==> config.mk <==
export PLATFORM = sky130hd
export DESIGN_NAME = page_frame_table_lru
export DESIGN_NICKNAME = d
export VERILOG_FILES = /design/src/hw/rtl/pft_pkg.sv /design/src/hw/rtl/pft_cell.sv /design/src/hw/rtl/page_frame_table_lru.sv
export SDC_FILE = /design/constraint.sdc
export NUM_CORES = 2
export LEC_CHECK = 0
export ABC_CLOCK_PERIOD_IN_PS = 5300
export BUFFER_PORTS_ARGS = -buffer_cell sky130_fd_sc_hd__buf_4
export CAP_MARGIN = 0
export CORE_ASPECT_RATIO = 0.5
export CORE_MARGIN = 3
export CORE_UTILIZATION = 45
export CTS_BUF_LIST = sky130_fd_sc_hd__clkbuf_2
export DETAILED_ROUTE_END_ITERATION = 10
export MAX_ROUTING_LAYER = met4
export PLACE_DENSITY = 0.59
export SLEW_MARGIN = 5
export SYNTH_ARGS = -nofsm -noshare
export SYNTH_HDL_FRONTEND = slang
export SYNTH_SLANG_ARGS = --single-unit
==> constraint.sdc <==
create_clock -name clk -period 5.3 [get_ports clk]
set_input_delay 0.265 -clock clk [delete_from_list [all_inputs] [get_ports clk]]
set_output_delay 0.265 -clock clk [all_outputs]
set_load 0.01 [all_outputs]
==> src/hw/rtl/pft_pkg.sv <==
// Shared types and constants for the page frame table with timestamp LRU.
package pft_pkg;

  // Fixed field widths and upper bounds of the parameter ranges
  localparam int FRAME_W_MAX = 8;   // frame index width at the largest frame count
  localparam int OFF_W_MAX   = 4;   // slot offset width at the largest page size
  localparam int OWNER_W_MAX = 16;  // widest owner tag
  localparam int PAGE_W      = 10;
  localparam int LINE_W      = 12;
  localparam int STAMP_W     = 32;
  localparam int SLOT_W      = 6;
  localparam int FOUT_W      = 4;

  typedef enum logic [2:0] {
    CMD_LOAD   = 3'd0,
    CMD_REMOVE = 3'd1,
    CMD_LOOKUP = 3'd2,
    CMD_VICTIM = 3'd3,
    CMD_FREE   = 3'd4,
    CMD_TOUCH  = 3'd5
  } cmd_t;

  typedef enum logic [1:0] {
    ST_OK         = 2'd0,
    ST_BAD_FRAME  = 2'd1,
    ST_BAD_OFFSET = 2'd2,
    ST_MISS       = 2'd3
  } status_t;

  typedef enum logic [1:0] {
    S_IDLE,
    S_LAUNCH,
    S_SCAN,
    S_DONE
  } state_t;

  // Command token handed from cell to cell, with the running result
  typedef struct packed {
    logic                   vld;
    logic [2:0]             cmd;
    logic                   wr;          // load or touch that updates its frame
    logic [FRAME_W_MAX-1:0] frame;
    logic [OWNER_W_MAX-1:0] owner;
    logic [PAGE_W-1:0]      page;
    logic [LINE_W-1:0]      lpage;       // lookup page
    logic [OFF_W_MAX-1:0]   offs;        // load offset or lookup offset
    logic [STAMP_W-1:0]     stamp;
    logic                   found;
    logic [FRAME_W_MAX-1:0] idx;
    logic [STAMP_W-1:0]     best_stamp;
    logic [SLOT_W-1:0]      slot;
    status_t                st;
  } pft_tok_t;

endpackage

==> src/hw/rtl/pft_cell.sv <==
// One frame of the table: frame state plus one stage of the command chain.
module pft_cell import pft_pkg::*; #(
  parameter int IDX            = 0,
  parameter int NUM_FRAMES     = 16,
  parameter int SLOTS_PER_PAGE = 4,
  parameter int OWNER_BITS     = 8
) (
  input  logic     clk,
  input  logic     rst,
  input  pft_tok_t tok_in,
  output pft_tok_t tok_out
);

  localparam int FW  = $clog2(NUM_FRAMES);
  localparam int OFW = (SLOTS_PER_PAGE > 1) ? $clog2(SLOTS_PER_PAGE) : 1;
  localparam logic [FW-1:0] MY_IDX = FW'(IDX);

  // Frame state
  logic                      valid;
  logic [OWNER_BITS-1:0]     tag;
  logic [PAGE_W-1:0]         page;
  logic                      stamped;
  logic [STAMP_W-1:0]        stamp;
  logic [SLOTS_PER_PAGE-1:0] loaded;

  logic     hit_me;
  logic     own_match;
  logic     page_match;
  logic     slot_sel;
  pft_tok_t tok_next;

  assign hit_me     = tok_in.vld && tok_in.wr && (tok_in.frame[FW-1:0] == MY_IDX);
  assign own_match  = valid && (tag == tok_in.owner[OWNER_BITS-1:0]);
  assign page_match = ({{(LINE_W-PAGE_W){1'b0}}, page} == tok_in.lpage);
  assign slot_sel   = loaded[tok_in.offs[OFW-1:0]];

  // Update the running result as the token passes
  always_comb begin
    tok_next = tok_in;
    case (tok_in.cmd)
      CMD_LOOKUP: begin
        if (!tok_in.found && own_match && page_match && slot_sel) begin
          tok_next.found = 1'b1;
          tok_next.idx   = FRAME_W_MAX'(IDX);
          tok_next.slot  = SLOT_W'(IDX * SLOTS_PER_PAGE + int'(tok_in.offs[OFW-1:0]));
          tok_next.st    = ST_OK;
        end
      end
      CMD_FREE: begin
        if (!tok_in.found && !valid) begin
          tok_next.found = 1'b1;
          tok_next.idx   = FRAME_W_MAX'(IDX);
          tok_next.st    = ST_OK;
        end
      end
      CMD_VICTIM: begin
        // first never-stamped frame wins; else lowest stamp, ties to lower index
        if (!tok_in.found) begin
          if (!stamped) begin
            tok_next.found = 1'b1;
            tok_next.idx   = FRAME_W_MAX'(IDX);
          end else if ((IDX == 0) || (stamp < tok_in.best_stamp)) begin
            tok_next.idx        = FRAME_W_MAX'(IDX);
            tok_next.best_stamp = stamp;
          end
        end
      end
      default: begin
      end
    endcase
  end

  // Control state of the frame
  always_ff @(posedge clk) begin
    if (rst) begin
      valid   <= 1'b0;
      stamped <= 1'b0;
      loaded  <= '0;
    end else if (tok_in.vld) begin
      if (hit_me) begin
        stamped <= 1'b1;
        if (tok_in.cmd == CMD_LOAD) begin
          valid                        <= 1'b1;
          loaded[tok_in.offs[OFW-1:0]] <= 1'b1;
        end
      end
      if ((tok_in.cmd == CMD_REMOVE) && own_match) begin
        valid  <= 1'b0;
        loaded <= '0;
      end
    end
  end

  // Payload of the frame; only read while valid or stamped
  always_ff @(posedge clk) begin
    if (hit_me) begin
      stamp <= tok_in.stamp;
      if (tok_in.cmd == CMD_LOAD) begin
        tag  <= tok_in.owner[OWNER_BITS-1:0];
        page <= tok_in.page;
      end
    end
  end

  // Hand the token to the next cell
  always_ff @(posedge clk) begin
    if (rst) begin
      tok_out <= '0;
    end else begin
      tok_out <= tok_next;
    end
  end

endmodule

==> src/hw/rtl/page_frame_table_lru.sv <==
// Page frame table with timestamp LRU replacement: a chain of frame cells.
// A word is captured, launched into the cell chain and its result registered at
// the output. A new word is accepted only in the idle state, once the last result
// has been loaded into the output register; every command walks the whole cell
// chain, one frame per cycle. Reset: synchronous; clears frame valid flags,
// loaded slots, stamp marks and the stamp counter.
module page_frame_table_lru import pft_pkg::*; #(
  parameter int NUM_FRAMES     = 16,
  parameter int SLOTS_PER_PAGE = 4,
  parameter int OWNER_BITS     = 8
) (
  input  logic        clk,
  input  logic        rst,
  input  logic        in_valid,
  output logic        in_ready,
  input  logic [2:0]  cmd,
  input  logic [7:0]  frame_index,
  input  logic [7:0]  owner_id,
  input  logic [9:0]  page_number,
  input  logic [7:0]  line_offset,
  input  logic [11:0] line_number,
  output logic        out_valid,
  input  logic        out_ready,
  output logic [1:0]  status,
  output logic [3:0]  frame_out,
  output logic [5:0]  slot_index
);

  localparam int FW     = $clog2(NUM_FRAMES);
  localparam int DIV_S  = 17;
  localparam int DIV_M  = (2 ** DIV_S + SLOTS_PER_PAGE - 1) / SLOTS_PER_PAGE;
  localparam int PROD_W = LINE_W + DIV_S + 1;

  state_t state, state_next;
  logic [STAMP_W-1:0] stamp_counter;

  // Captured word
  logic [2:0]        cmd_q;
  logic [7:0]        frame_q;
  logic [7:0]        owner_q;
  logic [PAGE_W-1:0] page_q;
  logic [7:0]        offset_q;
  logic [LINE_W-1:0] line_q;
  logic [LINE_W-1:0] lp_q;

  logic [PROD_W-1:0]       prod;
  logic [LINE_W-1:0]       lo_full;
  logic [OWNER_BITS+7:0]   owner_ext;
  logic                    frame_ok;
  logic                    off_ok;
  pft_tok_t                head;
  pft_tok_t                chain [0:NUM_FRAMES];
  pft_tok_t                tail;
  logic [NUM_FRAMES-1:0]   tok_vld;

  logic                    out_free;
  logic                    out_load;
  logic                    out_from_pend;
  logic                    pend_load;
  status_t                 pend_st;
  logic [FOUT_W-1:0]       pend_frame;
  logic [SLOT_W-1:0]       pend_slot;
  logic [FOUT_W-1:0]       tail_frame;

  assign in_ready = (state == S_IDLE);
  assign out_free = !out_valid || out_ready;

  // Line to page by reciprocal multiply
  assign prod = PROD_W'(line_number) * PROD_W'(DIV_M);

  always_ff @(posedge clk) begin
    if (in_valid && in_ready) begin
      cmd_q    <= cmd;
      frame_q  <= frame_index;
      owner_q  <= owner_id;
      page_q   <= page_number;
      offset_q <= line_offset;
      line_q   <= line_number;
      lp_q     <= prod[DIV_S +: LINE_W];
    end
  end

  // Build the token that enters the first cell
  assign lo_full   = line_q - LINE_W'(lp_q * LINE_W'(SLOTS_PER_PAGE));
  assign owner_ext = {{OWNER_BITS{1'b0}}, owner_q};
  assign frame_ok  = ({1'b0, frame_q} < 9'(NUM_FRAMES));
  assign off_ok    = ({1'b0, offset_q} < 9'(SLOTS_PER_PAGE));

  always_comb begin
    head       = '0;
    head.vld   = (state == S_LAUNCH);
    head.cmd   = cmd_q;
    head.frame = frame_q;
    head.owner = OWNER_W_MAX'(owner_ext[OWNER_BITS-1:0]);
    head.page  = page_q;
    head.lpage = lp_q;
    head.stamp = stamp_counter;
    head.st    = ST_MISS;
    case (cmd_q)
      CMD_LOAD: begin
        head.offs = offset_q[OFF_W_MAX-1:0];
        if (!frame_ok) begin
          head.st = ST_BAD_FRAME;
        end else if (!off_ok) begin
          head.st = ST_BAD_OFFSET;
        end else begin
          head.st = ST_OK;
          head.wr = 1'b1;
        end
      end
      CMD_TOUCH: begin
        if (!frame_ok) begin
          head.st = ST_BAD_FRAME;
        end else begin
          head.st = ST_OK;
          head.wr = 1'b1;
        end
      end
      CMD_LOOKUP: head.offs = lo_full[OFF_W_MAX-1:0];
      CMD_REMOVE: head.st = ST_OK;
      CMD_VICTIM: head.st = ST_OK;
      default:    head.st = ST_MISS;
    endcase
  end

  // Stamp counter advances once per load or touch that succeeds
  always_ff @(posedge clk) begin
    if (rst) begin
      stamp_counter <= '0;
    end else if ((state == S_LAUNCH) && head.wr) begin
      stamp_counter <= stamp_counter + 1'b1;
    end
  end

  // Chain of frame cells
  assign chain[0] = head;

  for (genvar i = 0; i < NUM_FRAMES; i++) begin : g_cell
    pft_cell #(
      .IDX            (i),
      .NUM_FRAMES     (NUM_FRAMES),
      .SLOTS_PER_PAGE (SLOTS_PER_PAGE),
      .OWNER_BITS     (OWNER_BITS)
    ) u_cell (
      .clk     (clk),
      .rst     (rst),
      .tok_in  (chain[i]),
      .tok_out (chain[i+1])
    );
    assign tok_vld[i] = chain[i+1].vld;
  end

  assign tail       = chain[NUM_FRAMES];
  assign tail_frame = FOUT_W'(tail.idx[FW-1:0]);

  // Sequencer
  always_ff @(posedge clk) begin
    if (rst) begin
      state <= S_IDLE;
    end else begin
      state <= state_next;
    end
  end

  always_comb begin
    state_next    = state;
    out_load      = 1'b0;
    out_from_pend = 1'b0;
    pend_load     = 1'b0;
    unique case (state)
      S_IDLE: begin
        if (in_valid) begin
          state_next = S_LAUNCH;
        end
      end
      S_LAUNCH: state_next = S_SCAN;
      S_SCAN: begin
        if (tail.vld) begin
          if (out_free) begin
            out_load   = 1'b1;
            state_next = S_IDLE;
          end else begin
            pend_load  = 1'b1;
            state_next = S_DONE;
          end
        end
      end
      S_DONE: begin
        if (out_free) begin
          out_load      = 1'b1;
          out_from_pend = 1'b1;
          state_next    = S_IDLE;
        end
      end
      default: state_next = S_IDLE;
    endcase
  end

  // Result held while the output is busy
  always_ff @(posedge clk) begin
    if (pend_load) begin
      pend_st    <= tail.st;
      pend_frame <= tail_frame;
      pend_slot  <= tail.slot;
    end
  end

  // Output register
  always_ff @(posedge clk) begin
    if (rst) begin
      out_valid <= 1'b0;
    end else if (out_load) begin
      out_valid <= 1'b1;
    end else if (out_ready) begin
      out_valid <= 1'b0;
    end
  end

  always_ff @(posedge clk) begin
    if (out_load) begin
      if (out_from_pend) begin
        status     <= pend_st;
        frame_out  <= pend_frame;
        slot_index <= pend_slot;
      end else begin
        status     <= tail.st;
        frame_out  <= tail_frame;
        slot_index <= tail.slot;
      end
    end
  end

`ifndef ASSERT_OFF
  // Never more than one command in the chain
  a_one_token: assert property (@(posedge clk) disable iff (rst) $onehot0(tok_vld))
    else $error("more than one token in the cell chain");

  // A token leaves the chain only while the sequencer waits for it
  a_tail_scan: assert property (@(posedge clk) disable iff (rst)
    tail.vld |-> (state == S_SCAN))
    else $error("token left the chain outside the scan state");

  // An accepted word launches in the next cycle
  a_launch: assert property (@(posedge clk) disable iff (rst)
    (in_valid && in_ready) |=> (state == S_LAUNCH))
    else $error("accepted word not launched");

  // The counter moves only when a token is launched
  a_stamp_hold: assert property (@(posedge clk) disable iff (rst)
    (state != S_LAUNCH) |=> $stable(stamp_counter))
    else $error("stamp counter changed outside launch");
`endif

endmodule
==> qor.yml <==
grt_overflow_total: 0
synth_area_um2: 99390
post_drt_wl_per_cell_um: 16.57
hp-start: "out_ready"
critPathRequiredTime_ps: 6610
vdd_drop_max_v: 0.0001439
power.total_mw: 35.37
hold_viol: 0
rows: 121
num_vias: 56870
ys.warnings.count: 0
synth-edff-count: 873
maxCapViolCount: 0
postRouteWirelength_um: 204800
final_common_cell: "dfxtp_1"
cts.path.max_buffers: 4
dp_cells: 11090
hp-class: "in -> reg"
r2r-end: "g_cell[8].u_cell.tok_out[26]$_SDFF_PP0_"
final_cell_mix: "dfxtp_1, nor2b_1, clkbuf_2"
final_cells: 12360
layout.nets: 9409
synth_top_cell_area_share_pct: 37.34
port_buffers: 66
max_freq_mhz: 271.7
cp.arrival_ps: 5000
die_area_um2: 226900
synth_cell_types: 76
cp_slowest_cell: "buf_4"
r2r_slack_ps: 1620
synth_area_leaders: "dfxtp_1, edfxtp_1, nor2b_1"
cts.repair.resized: 0
hold_path_end: "out_valid$_SDFFE_PP0P_"
start_util_pct: 45.46
antenna_found_initial: 9
grt_max_degree: 207
clkTransAtPathRegs_ps: 100
die_h_um: 338.3
antenna_left: 0
crit_type: "reg -> reg"
yosysTopAreaCell: "dfxtp_1"
leakagePower_nw: 42.61
r2r_cells: 10
cts_sinks: 2727
setup_tns_ps: 0
gp_congestion: 0.9015
drive_gt1_share_pct: 12.74
fin_crit_sh_pct: 69.45
min_path_cells: 5
pin_count: 67
clock_skew_ps: 176.6
max_stage_delay_ps: 530
cp_max_fo: 30
ys_async_sr_fraction_pct: 0
syn_to_final_growth_pct: 11.26
cp_common_cell: "a221o_1"
endpoint_kind: "flip-flop"
post-cts-setup-buffers: 0
min_period_ps: 3681
synthCells: 8292
cp_cell_sequence: "ha_1 > a21o_1 > a221o_1 > a221o_1 > a21oi_1 > o211ai_1 > a2111oi_4 > buf_4 > mux2i_1 > nor2_1"
detail_route.vias_per_cell: 4.602
yosys_most_used_dff: "dfxtp_1"
ys_ff_latch: 2727
relSlewSlack_pct: 18.85
max_slew.worst_pin.slew_ps: 1217
synth_nets: 8811
grt_pass1_wl_um: 324000
insertion_delay_ps: 1620
die_x_um: 670.6
dp_hpwl_um: 143800
drcViolationCount: 0
cts_buffers: 599
status: "finished, final reports clean"
cts_tree: "done"
p_per_area_nw_per_um2: 319.8
h-tree-depth: 6
hold_ws_ps: 359.0
ctsRootBufferMaster: "clkbuf_2"
fillers: 19620
yosysSeqAreaShare_pct: 63.72
first_global_vias: 57960
core_um2: 218600
drv_slew: 0
grt_use_total_pct: 18.33
r2r_start: "g_cell[8].u_cell.stamp[10]$_DFFE_PP_"
syn_avg_cell_area_um2: 11.99
start_kind: "flip-flop"
dr.pass1.iters: 7
setup_viol: 0
drtIter0Drc: 2873
rsz0062_at_grt: "false"
fin_util_pct: 50.58
-- sequential cells by signal, summed over array words and instances, names as in the netlist, 6 cells and up --
name	count
slot_index	6
g_cell.u_cell.stamped	16
owner_q	8
g_cell.u_cell.loaded	64
g_cell.u_cell.tok_out	1723
frame_q	8
g_cell.u_cell.valid	16
g_cell.u_cell.page	160
g_cell.u_cell.stamp	512
pend_slot	6
stamp_counter	32
page_q	10
lp_q	10
g_cell.u_cell.tag	128
offset_q	8
-- power breakdown --
group	switching, mW	total [mW]	internal (mW)
clock network	7.90	13.3	5.36
logic	0.346	0.540	0.194
registers	0.0718	21.6	21.5
-- critical path: cells and delay by family, from the launching register on --
family / cells / cell delay, ps
flip-flops: 1 / 410
multiplexers: 1 / 280
AND/OR/NAND/NOR: 1 / 50
AO/OA/AOI/OAI: 6 / 1840
buffers and inverters: 1 / 530
adder cells (fa/ha/maj): 1 / 300
-- routing by layer --
| layer | global-route usage [%] | vias to the layer above | wire, um |
|---|---|---|---|
| li1 | - | 29700 | - |
| met1 | 24.84 | 25810 | 101100 |
| met2 | 26.88 | 1015 | 88470 |
| met3 | 3.457 | 343 | 7716 |
| met4 | 7.895 | 0 | 7452 |
| met5 | - | - | 0 |
-- cells in the mapped netlist, types with 9 or more instances --
master,count
nand4_1,132
o21ai_0,119
nor2_1,607
nor3b_1,25
inv_1,537
a21o_1,141
mux2i_1,445
mux4_2,14
nor2b_1,1098
xor2_1,141
o21a_1,69
buf_1,15
a211oi_1,22
nand2b_1,34
edfxtp_1,873
o211ai_1,14
ha_1,466
buf_2,16
clkbuf_1,253
xnor2_1,177
dfxtp_1,1854
o31ai_1,12
a211o_1,11
nand3_1,95
a21oi_1,243
nand2_1,389
mux2_2,13
nand3b_1,9
and2_1,72
a41oi_1,11
nor4b_1,19
a31oi_1,15
nor4_1,63
or3_1,10
and3_1,35
and4_1,19
a221oi_1,12
nor3_1,111
-- final cells by class --
type / instances / area (um2) / area share [%]
flip-flops and latches: 2727 / 63330 / 57.27
multi-input cells: 4744 / 33150 / 29.98
inverters: 537 / 2023 / 1.830
repair buffers: 281 / 2610 / 2.360
diodes: 32 / 80.08 / 0.07242
clock buffers: 938 / 4695 / 4.245
clock inverters: 147 / 998.5 / 0.9029
well taps: 2952 / 3694 / 3.340
-- cell families (layout without fill, tap and decap cells) --
family | after synthesis | after routing | share of synthesized area (%)
AO/OA/AOI/OAI | 726 | 726 | 4.677
other | 0 | 32 | 0
buffers and inverters | 821 | 1903 | 3.121
XOR/XNOR | 318 | 318 | 2.802
AND/OR/NAND/NOR | 2762 | 2762 | 14.87
flip-flops | 2727 | 2727 | 63.72
adder cells (fa/ha/maj) | 466 | 466 | 5.866
multiplexers | 472 | 472 | 4.946
-- through the flow --
stage	setup slack (ps)	area, um2
floorplan	687.5	99390
global placement	1707	103200
detailed placement	1672	103200
CTS	1585	110500
global route	1411	110600
finish	1619	110600
-- timing repair --
item                                   4_1_cts  5_1_grt
setup endpoints to repair                    0        0
hold buffers                               155        0
endpoints found under the hold margin     1728        0
-- how the worst max path moves through the flow --
stage / endpoint / cells after the start / startpoint / slack, ps
2_1_floorplan: g_cell[15].u_cell.loaded[0]$_SDFFE_PP0P_ / 7 / g_cell[14].u_cell.tok_out[125]$_SDFF_PP0_ / 690
3_3_place_gp: g_cell[15].u_cell.tok_out[40]$_SDFF_PP0_ / 9 / g_cell[15].u_cell.stamp[13]$_DFFE_PP_ / 1710
3_5_place_dp: g_cell[1].u_cell.tok_out[37]$_SDFF_PP0_ / 10 / g_cell[1].u_cell.stamp[29]$_DFFE_PP_ / 1670
4_1_cts: g_cell[8].u_cell.tok_out[26]$_SDFF_PP0_ / 10 / g_cell[8].u_cell.stamp[10]$_DFFE_PP_ / 1590
5_1_grt: g_cell[12].u_cell.tok_out[17]$_SDFF_PP0_ / 10 / g_cell[12].u_cell.stamp[25]$_DFFE_PP_ / 1410
6_report: g_cell[8].u_cell.tok_out[26]$_SDFF_PP0_ / 10 / g_cell[8].u_cell.stamp[10]$_DFFE_PP_ / 1620
(Power assumes the default switching activity.)
